<file path="src/sv/snf_pkg.sv">
// Shared types and constants for the serial NOR flash model.
// No dependencies.
package snf_pkg;

  localparam int FLASH_BYTES_DEF  = 65536;
  localparam int SECTOR_BYTES_DEF = 4096;
  localparam int BLOCK_BYTES_DEF  = 65536;
  localparam int ADDR_W           = 24;
  localparam int Q_DEPTH          = 2;

  localparam logic [2:0] CNT_CHIP   = 3'd5;
  localparam logic [2:0] CNT_SECTOR = 3'd3;
  localparam logic [2:0] CNT_BLOCK  = 3'd4;
  localparam logic [2:0] CNT_PAGE   = 3'd2;
  localparam logic [7:0] ERASED     = 8'hFF;

  typedef enum logic [3:0] {
    CMD_WREN      = 4'd0,
    CMD_WRDI      = 4'd1,
    CMD_CHIP_ERS  = 4'd2,
    CMD_SECT_ERS  = 4'd3,
    CMD_BLOCK_ERS = 4'd4,
    CMD_STATUS    = 4'd5,
    CMD_READ      = 4'd6,
    CMD_PROG      = 4'd7,
    CMD_CLEARPROT = 4'd8
  } cmd_t;

  typedef enum logic [2:0] {
    OP_WREN,
    OP_WRDI,
    OP_ERASE,
    OP_STATUS,
    OP_READ,
    OP_PROG
  } op_t;

  typedef enum logic [2:0] {
    BK_CLEAR,
    BK_IDLE,
    BK_SWEEP,
    BK_READ,
    BK_PROG
  } bk_state_t;

  typedef struct packed {
    logic [3:0]  command;
    logic [23:0] address;
    logic [7:0]  data_byte;
    logic        last_byte;
  } in_req_t;

  typedef struct packed {
    logic [7:0] read_value;
    logic       is_status;
  } out_res_t;

  typedef struct packed {
    op_t               op;
    logic              fit;
    logic              addr_ok;
    logic [ADDR_W-1:0] addr;
    logic [ADDR_W-1:0] last_addr;
    logic [2:0]        count;
    logic [7:0]        data;
    logic              last;
  } q_entry_t;

endpackage

</file>
<file path="src/sv/snf_front.sv">
// Front end: decodes a request and precomputes erase regions and range checks.
// Depends on snf_pkg.
module snf_front #(
  parameter int FLASH_BYTES  = snf_pkg::FLASH_BYTES_DEF,
  parameter int SECTOR_BYTES = snf_pkg::SECTOR_BYTES_DEF,
  parameter int BLOCK_BYTES  = snf_pkg::BLOCK_BYTES_DEF
) (
  input  logic              accept,
  input  snf_pkg::in_req_t  in_req,
  output logic              push,
  output snf_pkg::q_entry_t entry
);

  localparam logic [25:0] FlashSz = 26'(FLASH_BYTES);
  localparam logic [25:0] SectSz  = 26'(SECTOR_BYTES);
  localparam logic [25:0] BlkSz   = 26'(BLOCK_BYTES);

  logic [25:0] addr_w;
  logic [25:0] sect_base;
  logic [25:0] sect_top;
  logic [25:0] blk_base;
  logic [25:0] blk_top;

  always_comb begin
    addr_w    = {2'b00, in_req.address};
    sect_base = addr_w & ~(SectSz - 26'd1);
    sect_top  = sect_base + SectSz;
    blk_base  = addr_w & ~(BlkSz - 26'd1);
    blk_top   = blk_base + BlkSz;

    push            = accept;
    entry.op        = snf_pkg::OP_WREN;
    entry.fit       = 1'b0;
    entry.addr_ok   = addr_w < FlashSz;
    entry.addr      = in_req.address;
    entry.last_addr = in_req.address;
    entry.count     = snf_pkg::CNT_CHIP;
    entry.data      = in_req.data_byte;
    entry.last      = in_req.last_byte;

    case (snf_pkg::cmd_t'(in_req.command))
      snf_pkg::CMD_WREN: entry.op = snf_pkg::OP_WREN;
      snf_pkg::CMD_WRDI: entry.op = snf_pkg::OP_WRDI;
      snf_pkg::CMD_CHIP_ERS: begin
        entry.op        = snf_pkg::OP_ERASE;
        entry.fit       = 1'b1;
        entry.addr      = '0;
        entry.last_addr = 24'(FlashSz - 26'd1);
        entry.count     = snf_pkg::CNT_CHIP;
      end
      snf_pkg::CMD_SECT_ERS: begin
        entry.op        = snf_pkg::OP_ERASE;
        entry.fit       = sect_top <= FlashSz;
        entry.addr      = sect_base[23:0];
        entry.last_addr = 24'(sect_top - 26'd1);
        entry.count     = snf_pkg::CNT_SECTOR;
      end
      snf_pkg::CMD_BLOCK_ERS: begin
        entry.op        = snf_pkg::OP_ERASE;
        entry.fit       = blk_top <= FlashSz;
        entry.addr      = blk_base[23:0];
        entry.last_addr = 24'(blk_top - 26'd1);
        entry.count     = snf_pkg::CNT_BLOCK;
      end
      snf_pkg::CMD_STATUS: entry.op = snf_pkg::OP_STATUS;
      snf_pkg::CMD_READ:   entry.op = snf_pkg::OP_READ;
      snf_pkg::CMD_PROG:   entry.op = snf_pkg::OP_PROG;
      // clear protection has no effect on a two-bit status
      default: push = 1'b0;
    endcase
  end

endmodule

</file>
<file path="config.mk">
export PLATFORM = sky130hd
export DESIGN_NAME = snf_front
export DESIGN_NICKNAME = d
export VERILOG_FILES = /design/src/sv/snf_pkg.sv /design/src/sv/snf_front.sv
export SDC_FILE = /design/constraint.sdc
export NUM_CORES = 1
export LEC_CHECK = 0
export ABC_AREA = 1
export BUFFER_PORTS_ARGS = -buffer_cell sky130_fd_sc_hd__buf_2
export CORE_MARGIN = 3
export CORE_UTILIZATION = 39
export DETAILED_ROUTE_END_ITERATION = 10
export GPL_TIMING_DRIVEN = 1
export PLACE_DENSITY = 0.92
export SKIP_LAST_GASP = 1
export SYNTH_ARGS = -nofsm -noshare
export SYNTH_HDL_FRONTEND = slang
export SYNTH_SLANG_ARGS = --single-unit
</file>
<file path="constraint.sdc">
create_clock -name vclk -period 1.75
set_clock_uncertainty 0.15 [all_clocks]
set_input_delay 0.175 -clock vclk [all_inputs]
set_output_delay 0.175 -clock vclk [all_outputs]
set_load 0.01 [all_outputs]
</file>
### After elaboration in Yosys (flattened, before gate mapping)

Cells that the tools add are included.

| word-level totals | value |
|---|---|
| register bits | 0 |
| output and inout port bits | 66 |
| word-level logic and storage cells | 21 |
| bits of input ports | 38 |

| operators by class | value |
|---|---|
| add/sub/neg operators | 4 |
| eq/ne operators | 7 |
| reductions and logical operators | 3 |
| multiplexer cells | 4 |
| magnitude comparators | 3 |

Operators with widths:

| cell | number |
|---|---|
| 51-bit one-hot mux with 3 select lines | 1 |
| 25-bit by 17-bit <= comparator with 1-bit output, second input constant | 2 |
| 24-bit by 1-bit subtractor with 24-bit output, second input constant | 2 |
| 24-bit by 13-bit adder with 25-bit output, second input constant | 1 |
| 24-bit by 17-bit adder with 25-bit output, second input constant | 1 |
| 24-bit by 17-bit < comparator with 1-bit output, second input constant | 1 |
| 4-bit by 3-bit == test with 1-bit output, second input constant | 4 |
| 3-bit one-hot mux with 5 select lines | 1 |
| 4-bit by 2-bit == test with 1-bit output, second input constant | 2 |
| 8-bit OR reduction | 1 |
| 4-bit by 1-bit == test with 1-bit output, second input constant | 1 |
| 4-bit zero test | 1 |
| 1-bit one-hot mux with 3 select lines | 1 |
| 3-bit OR reduction | 1 |
| 1-bit 2-to-1 mux | 1 |

### Longest topological paths before layout

Gate-level depths: netlist of the first run.

| depth | value |
|---|---|
| depth in word-level cells | 3 |
| depth in mapped cells | 11 |

### Worst setup path after synthesis of the first run

OpenSTA, ideal clock, no wires.

| timing path | value |
|---|---|
| path type | input -> output |
| start | in in_req[21] (netlist name) |
| end | out entry[35] (netlist name) |
| arrival | 1.416 ns |
| setup slack | 0.009 ns |
| buffers on the path | 0 |
| required time | 1.425 ns |
| stages on the path | 9 |
| cells stage by stage | ha_1 -> or2_1 -> nor2_2 -> nand3_2 -> nor2_4 -> nand3_1 -> nand2_1 -> nand3_1 -> nand3_1 |

RTL lines:

| item | RTL line | source |
|---|---|---|
| start, declared | snf_front.sv:9 | `input snf_pkg::in_req_t in_req,` |
| end, declared | snf_front.sv:11 | `output snf_pkg::q_entry_t entry` |

==> results.toml, run 1 <==
[route]
drt_iter0_markers = 269
vias_per_cell = 5.67
wl_mm = 7.68
vias = 2518
post_drt_wl_per_cell_um = 17.3
drc_errors = 0
ant_nets = 0
dr.pass1.iters = 5

[status]
failed_checks = "negative setup slack"
run_status = "complete, but fails checks"

[critical_path]
cp_data_required_time_ps = 1420
worst_setup_path_start_kind = "primary input"
arrival_ps = 1810
crit_start = "in_req[22]"
cp_slowest_stage_delay_ps = 250
crit_type = "in -> out"
path_max_fanout = 6
crit_chain = "buf_8 -> ha_4 -> or2_4 -> nor2_4 -> nand3_4 -> nor2_4 -> nand4_1 -> nand3_1 -> nand3_1 -> buf_2"
crit_family = "simple AND/OR/NAND/NOR gates"
cp_slowest_cell = "or2_4"
crit_buf_inv = 2
endpoint_kind = "output pin"

[die]
die_y_um = 65.2
die-area_um2 = 4250
coreArea_um2 = 3200
rows = 20
start_util_pct = 42.6
top_level_ports = 104
die_w_um = 65.2

[synthesis]
syn-cell-area_um2 = 1370
yosysTopAreaCellShare_pct = 16.8
ys_top_cells_by_count = "nand2_1, nor2_1, inv_1, nand3_1, o21ai_0"
ys_seq_area_share_pct = 0
synth_top_area_cell = "nand2_1"
synth_most_common_cell = "nand2_1"
avgSynthCellArea_um2 = 5.04
ys.warnings.count = 0
ys_types = 28
synthTopCellsByArea = "nand2_1, nor2_1, inv_1"
syn_inst = 271
syn_nets = 314

[place]
dpl.hpwl_mm = 4.26
gp_congestion = 0.948
port_buffers = 86
place_ws_ps = -312

[power]
cellPowerDensity_nw_per_um2 = 252
vdd_drop_max_v = 0.000169
cellLeakagePower_nw = 1.40

[timing]
worst_pin_slew_ps = 429
worst_slack_ps = -387
finalCriticalPeriod_ps = 2140
slew_headroom_pct = 71.3
rsz0062_at_grt = "true"
fin_crit_sh_pct = 122
fin_tns_setup_ps = -2310
final-setup-viol-count = 10
drv_slew = 0
finalHoldViolCount = 0
fmax_ghz = 0.468

[hold_path]
min_to = "entry[2]"
hold_path_startpoint = "in_req[2]"
worstHoldPathType = "in -> out"
whs_path_depth = 0

[finish]
drive_above_1_share_pct = 55.5
area_growth_syn_to_layout_pct = 89.0
final_util_pct = 80.5
seq_cell_count = 0
nNetsFinal = 445
regArea_um2 = 0
num-clock-buffers = 0
diodes = 0

[global_route]
grt_pass1_wl_mm = 10.7
grt_usage_pct = 31.8
grt_pass1_vias = 2356
antenna_found_initial = 0
grt_max_degree = 15
grt_overflow_total = 0

[run]
cap_violations = 0

[clock_network]
cts_hold_buf = 0
==> layout by cell type, fill, tap and decap left out, types with 2 or more instances in the layout <==
cell and n:
a21oi_1 3, inv_2 8, o21bai_1 2, nor2_4 14
nor2_2 7, nand4_1 6, ha_4 4, o21ai_0 3
nand3_1 20, nand2_1 48, a21oi_2 3, nor2_1 41
o21a_1 3, o21ai_1 7, buf_2 78, buf_8 3
xor2_2 4, nand3_4 3, buf_4 50, buf_6 9
nand2_4 10, inv_1 36, nor4_1 2, nand3_2 8
nand3b_1 2, nand2_2 14
==> kinds of logic after synthesis <==
kind of cell | Yosys count | share of synthesized area (%)
and+or+nand+nor | 179 | 62.8
buffers and inverters | 57 | 18.6
AOI/OAI and AO/OA | 25 | 10.8
xor gates and xnor gates | 5 | 3.21
adders and majority gates | 5 | 4.58
==> report_power, final <==
part	leakage [nW]	internal (W)	switching, W
Combinational	1.40	0.000272	0.000378
Sequential	0	0	0
Clock	0	0	0
Total	1.40	0.000272	0.000378
==> final cells by class <==
cell class,count,area [um2]
Timing Repair Buffer,141,920
Fill cell,190,623
Tap cell,44,55.1
Inverter,45,171
Multi-Input combinational cell,214,1430
==> through the flow <==
stage | instances | power (W) | instance area, um2 | hold WS (ps)
6_report | 444 | 0.000650 | 2580 | 200
3_3_place_gp | 429 | 0.000470 | 2070 | 200
5_1_grt | 444 | 0.000687 | 2580 | 200
2_1_floorplan | 271 | 0.000272 | 1370 | 248
4_1_cts | 440 | 0.000554 | 2390 | 200
3_5_place_dp | 429 | 0.000482 | 2070 | 200
==> worst max path at each step <==
stage	to	slack, ps	cells after the start
after floorplan	entry[35]	9	9
after global placement	entry[31]	-280	11
after detailed placement	entry[35]	-310	11
after CTS	entry[31]	-160	11
after global routing	entry[61]	-350	10
final	entry[35]	-390	10
==> per-layer routing <==
| metal | wire length, um | GRT usage, % | up-vias |
|---|---|---|---|
| li1 | - | - | 1106 |
| met1 | 2700 | 33.4 | 1084 |
| met2 | 3410 | 56.6 | 260 |
| met3 | 1050 | 8.38 | 68 |
| met4 | 519 | 18.4 | 0 |
| met5 | 0 | 0 | - |
==> timing repair <==
action,in CTS,in global routing
setup buffers,11,5
pin swaps,35,13
setup endpoints to repair,9,11
resized for setup,59,45
Power figures use the tool's default switching activity.
==> run 2, diff against run 1 <==
Settings changed: RECOVER_POWER set to 50.
==> run 2 against run 1 <==
The run still ends with negative setup slack left. Utilization fell by 0.43 points. Combinational power fell by 0.6%. Critical path depth did not move. Non-clock buffer count did not move. Routed wire length fell by 0.17%. Via count rose by 0.24%. First-iteration DRC count fell by 3.3%. Maximum frequency fell by 0.26%. Cell count did not move. Global-route usage did not move. Worst hold slack did not move. Cell area fell by 0.53%.
==> results.toml, run 2 (synthesized netlist as in run 1, its figures left out) <==
[critical_path]
cp_data_required_time_ps = 1420
endpoint_kind = "output pin"
path_max_fanout = 6
worst_setup_path_start_kind = "primary input"
crit_type = "in -> out"
arrival_ps = 1820

[finish]
drive_above_1_share_pct = 53.8
seq_cell_count = 0
layoutNonFillerInstCount = 444
final_cell_mix = "buf_2, nand2_1, buf_4, nor2_1, inv_1"
layout_commonest_cell = "buf_2"
regArea_um2 = 0
final_util_pct = 80.1
nNetsFinal = 445
diodes = 0
fill_cells = 194
area_growth_syn_to_layout_pct = 88.0
num-clock-buffers = 0

[global_route]
grt_overflow_total = 0
grt_pass1_vias = 2356
grt_usage_pct = 31.8
antenna_found_initial = 0
grt_max_degree = 15
grt_pass1_wl_mm = 10.7

[clock_network]
cts_hold_buf = 0

[timing]
worst_slack_ps = -392
fin_crit_sh_pct = 122
worst_pin_slew_ps = 414
finalHoldViolCount = 0
finalCriticalPeriod_ps = 2140
rsz0062_at_grt = "true"
slew_headroom_pct = 72.3
final-setup-viol-count = 10
drv_slew = 0
whs_ps = 200
fmax_ghz = 0.467

[route]
dr.pass1.iters = 5
wl_mm = 7.66
post_drt_wl_per_cell_um = 17.3
vias_per_cell = 5.68
ant_nets = 0
vias = 2524
drc_errors = 0
drt_iter0_markers = 260

[place]
port_buffers = 86
gp_congestion = 0.948
place_inst = 429
dpl.hpwl_mm = 4.26

[power]
fin_total_pwr_w = 0.000646
cellPowerDensity_nw_per_um2 = 252
cellLeakagePower_nw = 1.38
vdd_drop_max_v = 0.000166

[run]
cap_violations = 0

[die]
die_w_um = 65.2
die-area_um2 = 4250
start_util_pct = 42.6
rows = 20
coreArea_um2 = 3200
top_level_ports = 104
die_y_um = 65.2

[status]
run_status = "complete, but fails checks"
failed_checks = "negative setup slack"

[hold_path]
worstHoldPathType = "in -> out"
==> run 2: changes by cell type in the layout (fill, tap and decap cells not counted), sizes merged <==
cell    previous run  this run
buf              140       133
clkbuf             1         8
==> run 2: path summary, 6_finish.rpt <==
kind	from	to	slack [ps]	cells after the start
hold / removal	in_req[2]	entry[2]	200	0
setup / recovery	in_req[22]	entry[35]	-390	10
==> run 2: where the power goes <==
group	internal (W)	switching, W	total, W	leakage (nW)
combinational	0.000270	0.000376	0.000646	1.38
clock	0	0	0	0
sequential	0	0	0	0
==> run 2: area by class of cell <==
class	count	area [um2]	share of cell area (%)
Inverter	45	171	6.68
Multi-Input combinational cell	214	1430	55.7
Tap cell	44	55.1	2.15
Timing Repair Buffer	141	911	35.5
==> run 2: through the flow <==
step                instance area (um2)  setup WS, ps  TNS (ps)
detailed placement                 2070          -312     -1910
global route                       2570          -351     -2890
global placement                   2070          -283     -1650
finish                             2570          -392     -2260
floorplan                          1370          9.44         0
CTS                                2390          -161      -702
==> run 2: metal layers <==
layer  GRT usage [%]  share of wire [%]  routed length, um
met1            33.4                 35               2660
met2            56.6                 45               3420
met3            8.38                 14               1060
met4            18.4                6.9                526
met5               0                  0                  0
==> run 2: worst max-delay path, stage by stage <==
cell	delay, ps
buf_8	110
ha_4	230
or2_4	250
nor2_4	170
nand3_4	110
nor2_4	210
nand4_1	160
nand3_1	170
nand3_1	80
buf_2	140
==> run 2: timing repair <==
action | in CTS | in global routing
gates resized for setup | 59 | 45
pin swaps | 35 | 13
setup endpoints to repair | 9 | 11
buffers inserted | 11 | 5
