===== config.mk =====
export PLATFORM = sky130hd
export DESIGN_NAME = snf_queue
export DESIGN_NICKNAME = d
export VERILOG_FILES = /design/src/sv/snf_pkg.sv /design/src/sv/snf_queue.sv
export SDC_FILE = /design/constraint.sdc
export NUM_CORES = 1
export LEC_CHECK = 0
export ABC_AREA = 0
export BUFFER_PORTS_ARGS = -buffer_cell sky130_fd_sc_hd__buf_2
export CELL_PAD_IN_SITES_DETAIL_PLACEMENT = 0
export CELL_PAD_IN_SITES_GLOBAL_PLACEMENT = 1
export CORE_MARGIN = 4
export CORE_UTILIZATION = 39
export DETAILED_ROUTE_END_ITERATION = 7
export GPL_ROUTABILITY_DRIVEN = 0
export PLACE_DENSITY = 0.72
export REMOVE_ABC_BUFFERS = 1
export SKIP_LAST_GASP = 1
export SLEW_MARGIN = 20
export SYNTH_ARGS = -nofsm -noshare
export SYNTH_HDL_FRONTEND = slang
export SYNTH_SLANG_ARGS = --single-unit
export TNS_END_PERCENT = 30

===== constraint.sdc =====
create_clock -name clk -period 3.3 [get_ports clk]
set_input_delay 0 -clock clk [delete_from_list [all_inputs] [get_ports clk]]
set_output_delay 0 -clock clk [all_outputs]
set_load 0.03 [all_outputs]

===== src/sv/snf_pkg.sv =====
// Shared types and constants for the serial NOR flash model.
// No dependencies.
package snf_pkg;

  localparam int FLASH_BYTES_DEF  = 65536;
  localparam int SECTOR_BYTES_DEF = 4096;
  localparam int BLOCK_BYTES_DEF  = 65536;
  localparam int ADDR_W           = 24;
  localparam int Q_DEPTH          = 2;

  localparam logic [2:0] CNT_CHIP   = 3'd5;
  localparam logic [2:0] CNT_SECTOR = 3'd3;
  localparam logic [2:0] CNT_BLOCK  = 3'd4;
  localparam logic [2:0] CNT_PAGE   = 3'd2;
  localparam logic [7:0] ERASED     = 8'hFF;

  typedef enum logic [3:0] {
    CMD_WREN      = 4'd0,
    CMD_WRDI      = 4'd1,
    CMD_CHIP_ERS  = 4'd2,
    CMD_SECT_ERS  = 4'd3,
    CMD_BLOCK_ERS = 4'd4,
    CMD_STATUS    = 4'd5,
    CMD_READ      = 4'd6,
    CMD_PROG      = 4'd7,
    CMD_CLEARPROT = 4'd8
  } cmd_t;

  typedef enum logic [2:0] {
    OP_WREN,
    OP_WRDI,
    OP_ERASE,
    OP_STATUS,
    OP_READ,
    OP_PROG
  } op_t;

  typedef enum logic [2:0] {
    BK_CLEAR,
    BK_IDLE,
    BK_SWEEP,
    BK_READ,
    BK_PROG
  } bk_state_t;

  typedef struct packed {
    logic [3:0]  command;
    logic [23:0] address;
    logic [7:0]  data_byte;
    logic        last_byte;
  } in_req_t;

  typedef struct packed {
    logic [7:0] read_value;
    logic       is_status;
  } out_res_t;

  typedef struct packed {
    op_t               op;
    logic              fit;
    logic              addr_ok;
    logic [ADDR_W-1:0] addr;
    logic [ADDR_W-1:0] last_addr;
    logic [2:0]        count;
    logic [7:0]        data;
    logic              last;
  } q_entry_t;

endpackage


===== src/sv/snf_queue.sv =====
// Small request queue between the front end and the back end.
// Depends on snf_pkg.
module snf_queue (
  input  logic              clk,
  input  logic              rst_n,
  input  logic              push,
  input  snf_pkg::q_entry_t push_entry,
  input  logic              pop,
  output logic              full,
  output logic              valid,
  output snf_pkg::q_entry_t head
);

  localparam int PW = $clog2(snf_pkg::Q_DEPTH);
  localparam int CW = $clog2(snf_pkg::Q_DEPTH + 1);

  snf_pkg::q_entry_t slot_r [snf_pkg::Q_DEPTH];
  logic [PW-1:0] wr_ptr_r;
  logic [PW-1:0] rd_ptr_r;
  logic [CW-1:0] cnt_r;
  logic          do_push;
  logic          do_pop;

  assign full    = cnt_r == CW'(snf_pkg::Q_DEPTH);
  assign valid   = cnt_r != '0;
  assign head    = slot_r[rd_ptr_r];
  assign do_push = push && !full;
  assign do_pop  = pop && valid;

  always_ff @(posedge clk) begin
    if (do_push) begin
      slot_r[wr_ptr_r] <= push_entry;
    end
  end

  always_ff @(posedge clk) begin
    if (!rst_n) begin
      wr_ptr_r <= '0;
      rd_ptr_r <= '0;
      cnt_r    <= '0;
    end else begin
      if (do_push) begin
        wr_ptr_r <= (wr_ptr_r == PW'(snf_pkg::Q_DEPTH - 1)) ? '0 : wr_ptr_r + PW'(1);
      end
      if (do_pop) begin
        rd_ptr_r <= (rd_ptr_r == PW'(snf_pkg::Q_DEPTH - 1)) ? '0 : rd_ptr_r + PW'(1);
      end
      if (do_push && !do_pop) begin
        cnt_r <= cnt_r + CW'(1);
      end else if (do_pop && !do_push) begin
        cnt_r <= cnt_r - CW'(1);
      end
    end
  end

endmodule


Word-level counts from Yosys, hierarchy flattened:

Memory sizes are Yosys's and may differ from the RTL's. A register that Yosys moved wholly into a read port is not among the register bits.
Index checks and enable logic that the tools add are counted.

* bitwise operators: 0
* add/subtract/negate cells: 4
* order comparisons: 0
* mux-type cells: 8
* equal/unequal tests: 1
* shift-type cells: 0
* divide/modulo/power cells: 0
* reductions and logical operators: 9
* multiply operators: 0

Operators with widths (number)
* 1-bit two-way mux: 6
* 1-bit logical AND: 4
* 2-bit two-way mux: 2
* 2-bit nonzero test: 2
* 1-bit logical NOT: 3
* 1-bit adder, second input constant: 2
* 2-bit by 1-bit adder with 2-bit output, second input constant: 1
* 2-bit equality test, second input constant: 1
* 2-bit by 1-bit subtractor with 2-bit output, second input constant: 1

* output and inout port bits: 67
* memories: 1
* register bits after elaboration: 4
* latch bits: 0
* RAM bits: 130
* bits in read-only memories: 0
* input port bits: 69

Memories
* slot_r: words 2, bits a word 65, read ports 1, clocked after Yosys merged registers in 1, wr ports 1, RTL line snf_queue.sv:17 `snf_pkg::q_entry_t slot_r [snf_pkg::Q_DEPTH];`

Longest topological paths before layout:

Gate-level depths: netlist (run 1).

* word-level depth: 7
* mapped depth: 7

Worst setup path after synthesis (run 1):

OpenSTA, ideal clock, no wires.

* path type: register to register
* from: register cnt_r[0]
* to: memory slot_r[0][0] (netlist bit) (enable)
* cell stages (with the launch flop): 4
* slack: -0.357 ns
* required time: 2.822 ns
* clock period less this slack: 3.657 ns
* buffers on the path: 0
* arrival: 3.179 ns
* path through: dfxtp_1 > nand2b_1 > inv_2 > nor3_2

* cells in the longest elaborated chain, start to end: 5

Ends and longest elaborated chain
* start, declared: RTL line snf_queue.sv:20 `logic [CW-1:0] cnt_r;`
* start signal, assigned: RTL line snf_queue.sv:49 `cnt_r <= cnt_r + CW'(1);`
* start signal, assigned: RTL line snf_queue.sv:51 `cnt_r <= cnt_r - CW'(1);`
* 2-bit equality test: RTL line snf_queue.sv:24 `assign full = cnt_r == CW'(snf_pkg::Q_DEPTH);`
* named net full: RTL line snf_queue.sv:9 `output logic full,`
* 1-bit logical NOT: RTL line snf_queue.sv:27 `assign do_push = push && !full;`
* 1-bit logical AND: RTL line snf_queue.sv:27
* 1-bit two-way mux: RTL line snf_queue.sv:31 `if (do_push) begin`
* 1-bit two-way mux (implied by the code): RTL line snf_queue.sv:32 `slot_r[wr_ptr_r] <= push_entry;`
* end, declared: RTL line snf_queue.sv:17

The timed path passes the listed nets, and every way through them passes these cells.

==> flow_metrics.env, run 1 <==
export IMPL_synth_seq_area_share=0.8103
export IMPL_worstSkewPairLatency_ns=0.40
export IMPL_synthAdderAreaFrac=0.002532
export IMPL_vdd_drop_max_uv=528.5
export IMPL_slew_viol_final=0
export IMPL_synthSimpleGateAreaFrac=0.01165
export IMPL_cp_max_fo=33
export IMPL_rsz0062_at_grt="no"
export IMPL_synth_warning_count=0
export IMPL_reg2reg_from="cnt_r[0]$_SDFFE_PN0P_"
export IMPL_max_freq_mhz=463.2
export IMPL_report_final_hold_viol_count=0
export IMPL_rr_worst_depth=6
export IMPL_grt_max_degree=38
export IMPL_total_power_mw=5.673
export IMPL_netlist_instances=227
export IMPL_outcome="complete, no violations"
export IMPL_crit_end="head[21]"
export IMPL_relSlewSlack=0.4365
export IMPL_final_area_sq_um=7061
export IMPL_dr_pass1_iters=4
export IMPL_vias_per_cell=4.458
export IMPL_start_util=0.4046
export IMPL_place_area_sq_um=5822
export IMPL_setup_violations_final=0
export IMPL_synth_largest_area_cell="edfxtp_1"
export IMPL_dp_hpwl_um=5840
export IMPL_antenna_left=0
export IMPL_crit_buf_inv=2
export IMPL_critPathTopFamily="flip-flops"
export IMPL_synth_xor_area_frac=0.005318
export IMPL_cts_resized_gates=0
export IMPL_cts_sinks=135
export IMPL_required_ns=3.30
export IMPL_synth_area_per_cell_sq_um=21.77
export IMPL_critPathArrivalTime_ns=2.16
export IMPL_power_leakage_nw=2.683
export IMPL_synth_top_area_frac=0.7901
export IMPL_maxCapViolCount=0
export IMPL_ys_ff_latch=135
export IMPL_num_rows=40
export IMPL_synth_area_sq_um=4941
export IMPL_overflow=0
export IMPL_synth_compound_area_frac=0.006584
export IMPL_synth_top_family_by_area="multiplexers"
export IMPL_grt_pass1_vias=3125
export IMPL_hp_class="input pin to flop"
export IMPL_crit_path_cell_trace="buf_12, mux2_2, buf_2"
export IMPL_die_area_sq_um=14530
export IMPL_diodes=0
export IMPL_fp_coreArea_sq_um=12210
export IMPL_fin_skew_ns=0.003777
export IMPL_cp_start_kind="flop"
export IMPL_antenna_found_initial=0
export IMPL_syn2layout_area_growth_pct=42.90
export IMPL_io_buffers=135
export IMPL_power_density_nw_per_um2=803.5
export IMPL_cts_setup_buffers=0
export IMPL_hold_start="pop"
export IMPL_worstMarginPinSlew_ns=0.8452
export IMPL_top_level_ports=136
export IMPL_die_y_um=120.6
export IMPL_yosysUniqueCellTypes=23
export IMPL_fin_crit_ns=2.159
export IMPL_layout_drive_gt1_share=0.5131
export IMPL_hold_buffers=67
export IMPL_crit_slowest_cell="dfxtp_2"
export IMPL_track_usage=0.1422
export IMPL_synth_area_mux_share=0.1481
export IMPL_cts_max_level=4
export IMPL_crit_cells=3
export IMPL_drc=0
export IMPL_nets=515
export IMPL_root_buffer="clkbuf_16"
export IMPL_path_class="flop to primary output"
export IMPL_rrSetupSlack_ns=1.33
export IMPL_period_share=0.6542
export IMPL_max_stage_delay_ns=0.88
export IMPL_drtIter0Drc=134
export IMPL_wl_per_cell_um=15.39
export IMPL_rr_endpoint="wr_ptr_r$_SDFFE_PN0N_"
export IMPL_die_x_um=120.6
export IMPL_cts_buffers=17
export IMPL_num_vias=2791
export IMPL_cts_tree="built"
export IMPL_ys_top_cells_by_area="edfxtp_1 79%, mux2_2 15%, dfxtp_1 2.0%"
export IMPL_critPathCaptureType="primary output"
export IMPL_clk_pin_slew_ns=0.05
export IMPL_max_clock_path_buffers=2
export IMPL_grt_pass1_wl_um=15560
export IMPL_wl_um=9632
-- worst min path at each step --
stage	endpoint	slack, ns	depth (start not counted)
after floorplan	slot_r[0][0]$_DFFE_PP_	0.1	0
after CTS	rd_ptr_r$_SDFFE_PN0P_	0.08	4
after global routing	flop	0.14	4
after global placement	slot_r[0][43]$_DFFE_PP_	0.19	1
after detailed placement	slot_r[0][49]$_DFFE_PP_	0.19	1
final	rd_ptr_r$_SDFFE_PN0P_	0.09	4
-- placed cells by master (no fill, tap or decap) --
cell type	n
a21boi_1	1
clkbuf_1	1
clkbuf_16	17
bufinv_16	3
inv_1	1
dfxtp_1	4
dlygate4sd3_1	67
xnor2_1	2
or2_2	1
clkinv_2	6
edfxtp_1	130
o21ai_1	1
o21ai_0	1
a21boi_0	1
inv_2	1
nor2_1	1
ha_1	1
and2_1	3
buf_2	135
clkinv_1	5
and3_2	1
buf_12	2
xor2_1	1
dfxtp_2	1
or3_1	1
nor3_4	1
o21a_1	1
nand2b_1	1
buf_4	2
mux2_2	65
-- per-layer routing --
metal / wire [um] / GRT usage / vias up
met5: 0 / 0 / -
met4: 153 / 0.06303 / 0
met3: 713 / 0.05659 / 14
met2: 4662 / 0.2246 / 94
met1: 4103 / 0.1728 / 1350
li1: - / - / 1333
-- layout make-up --
type / instances / area [sq um]
inverters: 2 / 7.507
well taps: 168 / 210.2
clock buffers: 18 / 429.2
clock inverters: 14 / 138.9
repair buffers: 206 / 1401
flip-flops and latches: 135 / 4005
multi-input cells: 83 / 868.3
fillers: 981 / 5151
-- state kept, by name, indices dropped and copies added (netlist names), named ones only --
register / cells
rd_ptr_r: 1
wr_ptr_r: 1
cnt_r: 2
slot_r: 130
-- Yosys cell counts --
cell / n
dfxtp_1: 5
buf_2: 1
nor2_1: 1
xor2_1: 1
o21a_1: 1
edfxtp_1: 130
inv_2: 1
and2_1: 3
buf_6: 5
or3_1: 1
o21ai_1: 1
o21ai_0: 1
or2_2: 1
xnor2_1: 2
inv_1: 1
mux2_2: 65
and3_1: 1
buf_4: 1
a21boi_1: 1
nor3_2: 1
nand2b_1: 1
a21boi_0: 1
ha_1: 1
-- metrics by stage --
stage	utilization	worst slack, ns	instances	hold WS (ns)	TNS (ns)
3_5_place_dp	0.4767	1.313	527	0.1911	0
6_report	0.5782	1.141	626	0.09459	0
3_3_place_gp	0.4767	1.359	527	0.1892	0
5_1_grt	0.5782	1.010	626	0.1352	0
4_1_cts	0.5782	1.070	626	0.07507	0
2_1_floorplan	-	-0.3568	220	0.09887	-23.47
-- worst reg2reg max path, cell delays in order (launching register included) --
cell           delay, ns
dfxtp_1             0.42
nand2b_1            0.19
inv_2               0.08
nor3_4              0.12
buf_4               0.40
o21a_1              0.19
dlygate4sd3_1       0.53
-- cell families (layout without fill, tap and decap cells) --
logic type,Yosys count,count (layout)
multiplexers,65,65
flip-flops,135,135
adder cells (fa/ha/maj),1,1
buffers and inverters,9,240
AO/OA/AOI/OAI,5,5
XOR/XNOR,3,3
AND/OR/NAND/NOR,9,9
-- where the power goes --
group | internal [mW] | total (mW) | switching [mW]
Sequential | 2.16 | 2.27 | 0.117
Clock | 1.16 | 1.80 | 0.633
Combinational | 0.612 | 1.60 | 0.991
Total | 3.93 | 5.67 | 1.74
Note: power is estimated with default switching activity, not from simulation.
==> run 2, diff against run 1 <==
--- a/config.mk
+++ b/config.mk
@@ -10,10 +10,10 @@
 export CELL_PAD_IN_SITES_DETAIL_PLACEMENT = 0
 export CELL_PAD_IN_SITES_GLOBAL_PLACEMENT = 1
 export CORE_MARGIN = 4
-export CORE_UTILIZATION = 39
+export CORE_UTILIZATION = 44
 export DETAILED_ROUTE_END_ITERATION = 7
 export GPL_ROUTABILITY_DRIVEN = 0
-export PLACE_DENSITY = 0.72
+export PLACE_DENSITY = 0.76
 export REMOVE_ABC_BUFFERS = 1
 export SKIP_LAST_GASP = 1
 export SLEW_MARGIN = 20
==> constraint.sdc (replaced) <==
create_clock -name clk -period 2 [get_ports clk]
set_input_delay 0 -clock clk [delete_from_list [all_inputs] [get_ports clk]]
set_output_delay 0 -clock clk [all_outputs]
set_load 0.03 [all_outputs]
==> run 2 against run 1 <==
Net effect:
- highest routed layer unchanged
- flip-flop and latch count unchanged
- clock skew increased by 0.0047 ns
- critical endpoint is now wr_ptr_r$_SDFFE_PN0N_
- utilization increased by 6.6 points
- largest power group unchanged
- routed wire length decreased by 3.7%
- worst setup slack got worse by 0.91 ns
==> flow_metrics.env, run 2 (synthesis results as in run 1) <==
export IMPL_nets=519
export IMPL_rsz0062_at_grt="no"
export IMPL_root_buffer="clkbuf_16"
export IMPL_dr_max_layer_used="met4"
export IMPL_diodes=0
export IMPL_path_class="flop to flop"
export IMPL_max_freq_mhz=563.8
export IMPL_grt_pass1_wl_um=14720
export IMPL_largest_register_ffs=130
export IMPL_nFillCells=810
export IMPL_route_met3_wl_um=689
export IMPL_max_stage_delay_ns=0.53
export IMPL_start_util=0.4518
export IMPL_vdd_drop_max_uv=821.5
export IMPL_fp_coreArea_sq_um=10940
export IMPL_drc=0
export IMPL_dp_hpwl_um=5713
export IMPL_critPathArrivalTime_ns=2.11
export IMPL_drtIter0Drc=112
export IMPL_relSlewSlack=0.6705
export IMPL_track_usage=0.1498
export IMPL_die_area_sq_um=12990
export IMPL_power_leakage_nw=2.683
export IMPL_cp_start_kind="flop"
export IMPL_power_density_nw_per_um2=1293
export IMPL_fin_skew_ns=0.008474
export IMPL_slew_viol_final=0
export IMPL_place_ws_ns=0.4533
export IMPL_num_vias=2818
export IMPL_regArea_sq_um=4005
export IMPL_wl_met1_um=3827
export IMPL_top_regs="slot_r x130, cnt_r x2"
export IMPL_met2_length_um=4710
export IMPL_required_ns=2.34
export IMPL_io_buffers=135
export IMPL_max_clock_path_buffers=2
export IMPL_top_level_ports=136
export IMPL_hold_slack_ns=0.1031
export IMPL_syn2layout_area_growth_pct=42.49
export IMPL_cp_max_fo=17
export IMPL_layout_common_cells="135 x buf_2, 130 x edfxtp_1, 67 x dlygate4sd3_1"
export IMPL_place_inst=501
export IMPL_fin_crit_ns=1.774
export IMPL_overflow=0
export IMPL_finalNonFillerCells=602
export IMPL_hp_class="input pin to flop"
export IMPL_dr_pass1_iters=4
export IMPL_final_common_cell="buf_2"
export IMPL_cts_tree="built"
export IMPL_grt_pass1_vias=3082
export IMPL_setup_violations_final=0
export IMPL_wl_um=9278
export IMPL_antenna_left=0
export IMPL_cts_sinks=135
export IMPL_cts_max_level=4
export IMPL_worstMarginPinSlew_ns=0.4943
export IMPL_maxCapViolCount=0
export IMPL_regMostFlops="slot_r"
export IMPL_cts_buffers=17
export IMPL_layout_drive_gt1_share=0.5130
export IMPL_report_final_hold_viol_count=0
export IMPL_fin_setup_tns_ns=0
export IMPL_die_y_um=114.0
export IMPL_setup_ws_ns=0.2263
export IMPL_grt_max_degree=39
export IMPL_antenna_found_initial=0
export IMPL_die_x_um=114.0
export IMPL_num_rows=38
export IMPL_clk_pin_slew_ns=0.05
export IMPL_multi_input_area_sq_um=868.3
export IMPL_period_share=0.8869
export IMPL_crit_slowest_cell="dlygate4sd3_1"
export IMPL_vias_per_cell=4.681
export IMPL_outcome="complete, no violations"
export IMPL_worstSkewPairLatency_ns=0.40
export IMPL_critPathCaptureType="flop"
export IMPL_wl_per_cell_um=15.41
export IMPL_crit_path_cell_trace="nand2b_1, inv_2, nor3_4, buf_12, o21a_1, dlygate4sd3_1"
run 2: cell types whose count changed in the layout (fill, tap and decap cells not counted), sizes merged:
cell,previous run,this run
clkbuf,18,27
clkinv,11,5
buf,139,142
bufinv,3,0
clkinvlp,0,1
run 2: layout make-up:
class                           instances  area share
Sequential cell                       135      0.5689
Clock inverter                          6    0.004443
Timing Repair Buffer                  210      0.2093
Clock buffer                           26     0.06806
Multi-Input combinational cell         83      0.1233
Tap cell                              140     0.02488
Inverter                                2    0.001066
run 2: metal layers:
layer	vias up	global-route usage
met5	-	0
li1	1345	-
met2	94	0.2514
met3	5	0.05942
met1	1374	0.1761
met4	0	0.05067
run 2: timing repair:
action                                  CTS  global route
setup buffers                             0             1
gates resized for setup                   0             0
hold endpoints to repair                135             0
hold buffers                             67             0
endpoints found under the setup margin    0             1
run 2: power by group:
group	switching, mW	leakage (nW)	total [mW]	internal (mW)
registers	0.0950	1.26	3.65	3.56
logic	1.74	1.18	2.81	1.07
clock network	1.01	0.249	2.64	1.64
run 2: path summary, 6_finish.rpt:
path         slack [ns]                   from                     to  depth (start not counted)
max                0.23  cnt_r[0]$_SDFFE_PN0P_  wr_ptr_r$_SDFFE_PN0N_                          6
min                0.10                    pop  rd_ptr_r$_SDFFE_PN0P_                          4
max reg2reg        0.23  cnt_r[0]$_SDFFE_PN0P_  wr_ptr_r$_SDFFE_PN0N_                          6
min reg2reg        0.53  cnt_r[1]$_SDFFE_PN0P_  cnt_r[1]$_SDFFE_PN0P_                          2
run 2: critical path, delay by kind of cell (launching register included):
family / cells / cell delay, ns
buffers and inverters: 3 / 0.79
DFF: 1 / 0.40
AOI/OAI and AO/OA: 1 / 0.13
and+or+nand+nor: 2 / 0.39
run 2: through the flow:
stage	instance area, sq um	power [mW]	util
6_report	7041	9.104	0.6438
5_1_grt	7041	9.551	0.6438
4_1_cts	7008	9.181	0.6408
3_5_place_dp	5827	6.401	0.5328
3_3_place_gp	5827	6.373	0.5328
2_1_floorplan	4872	5.616	-
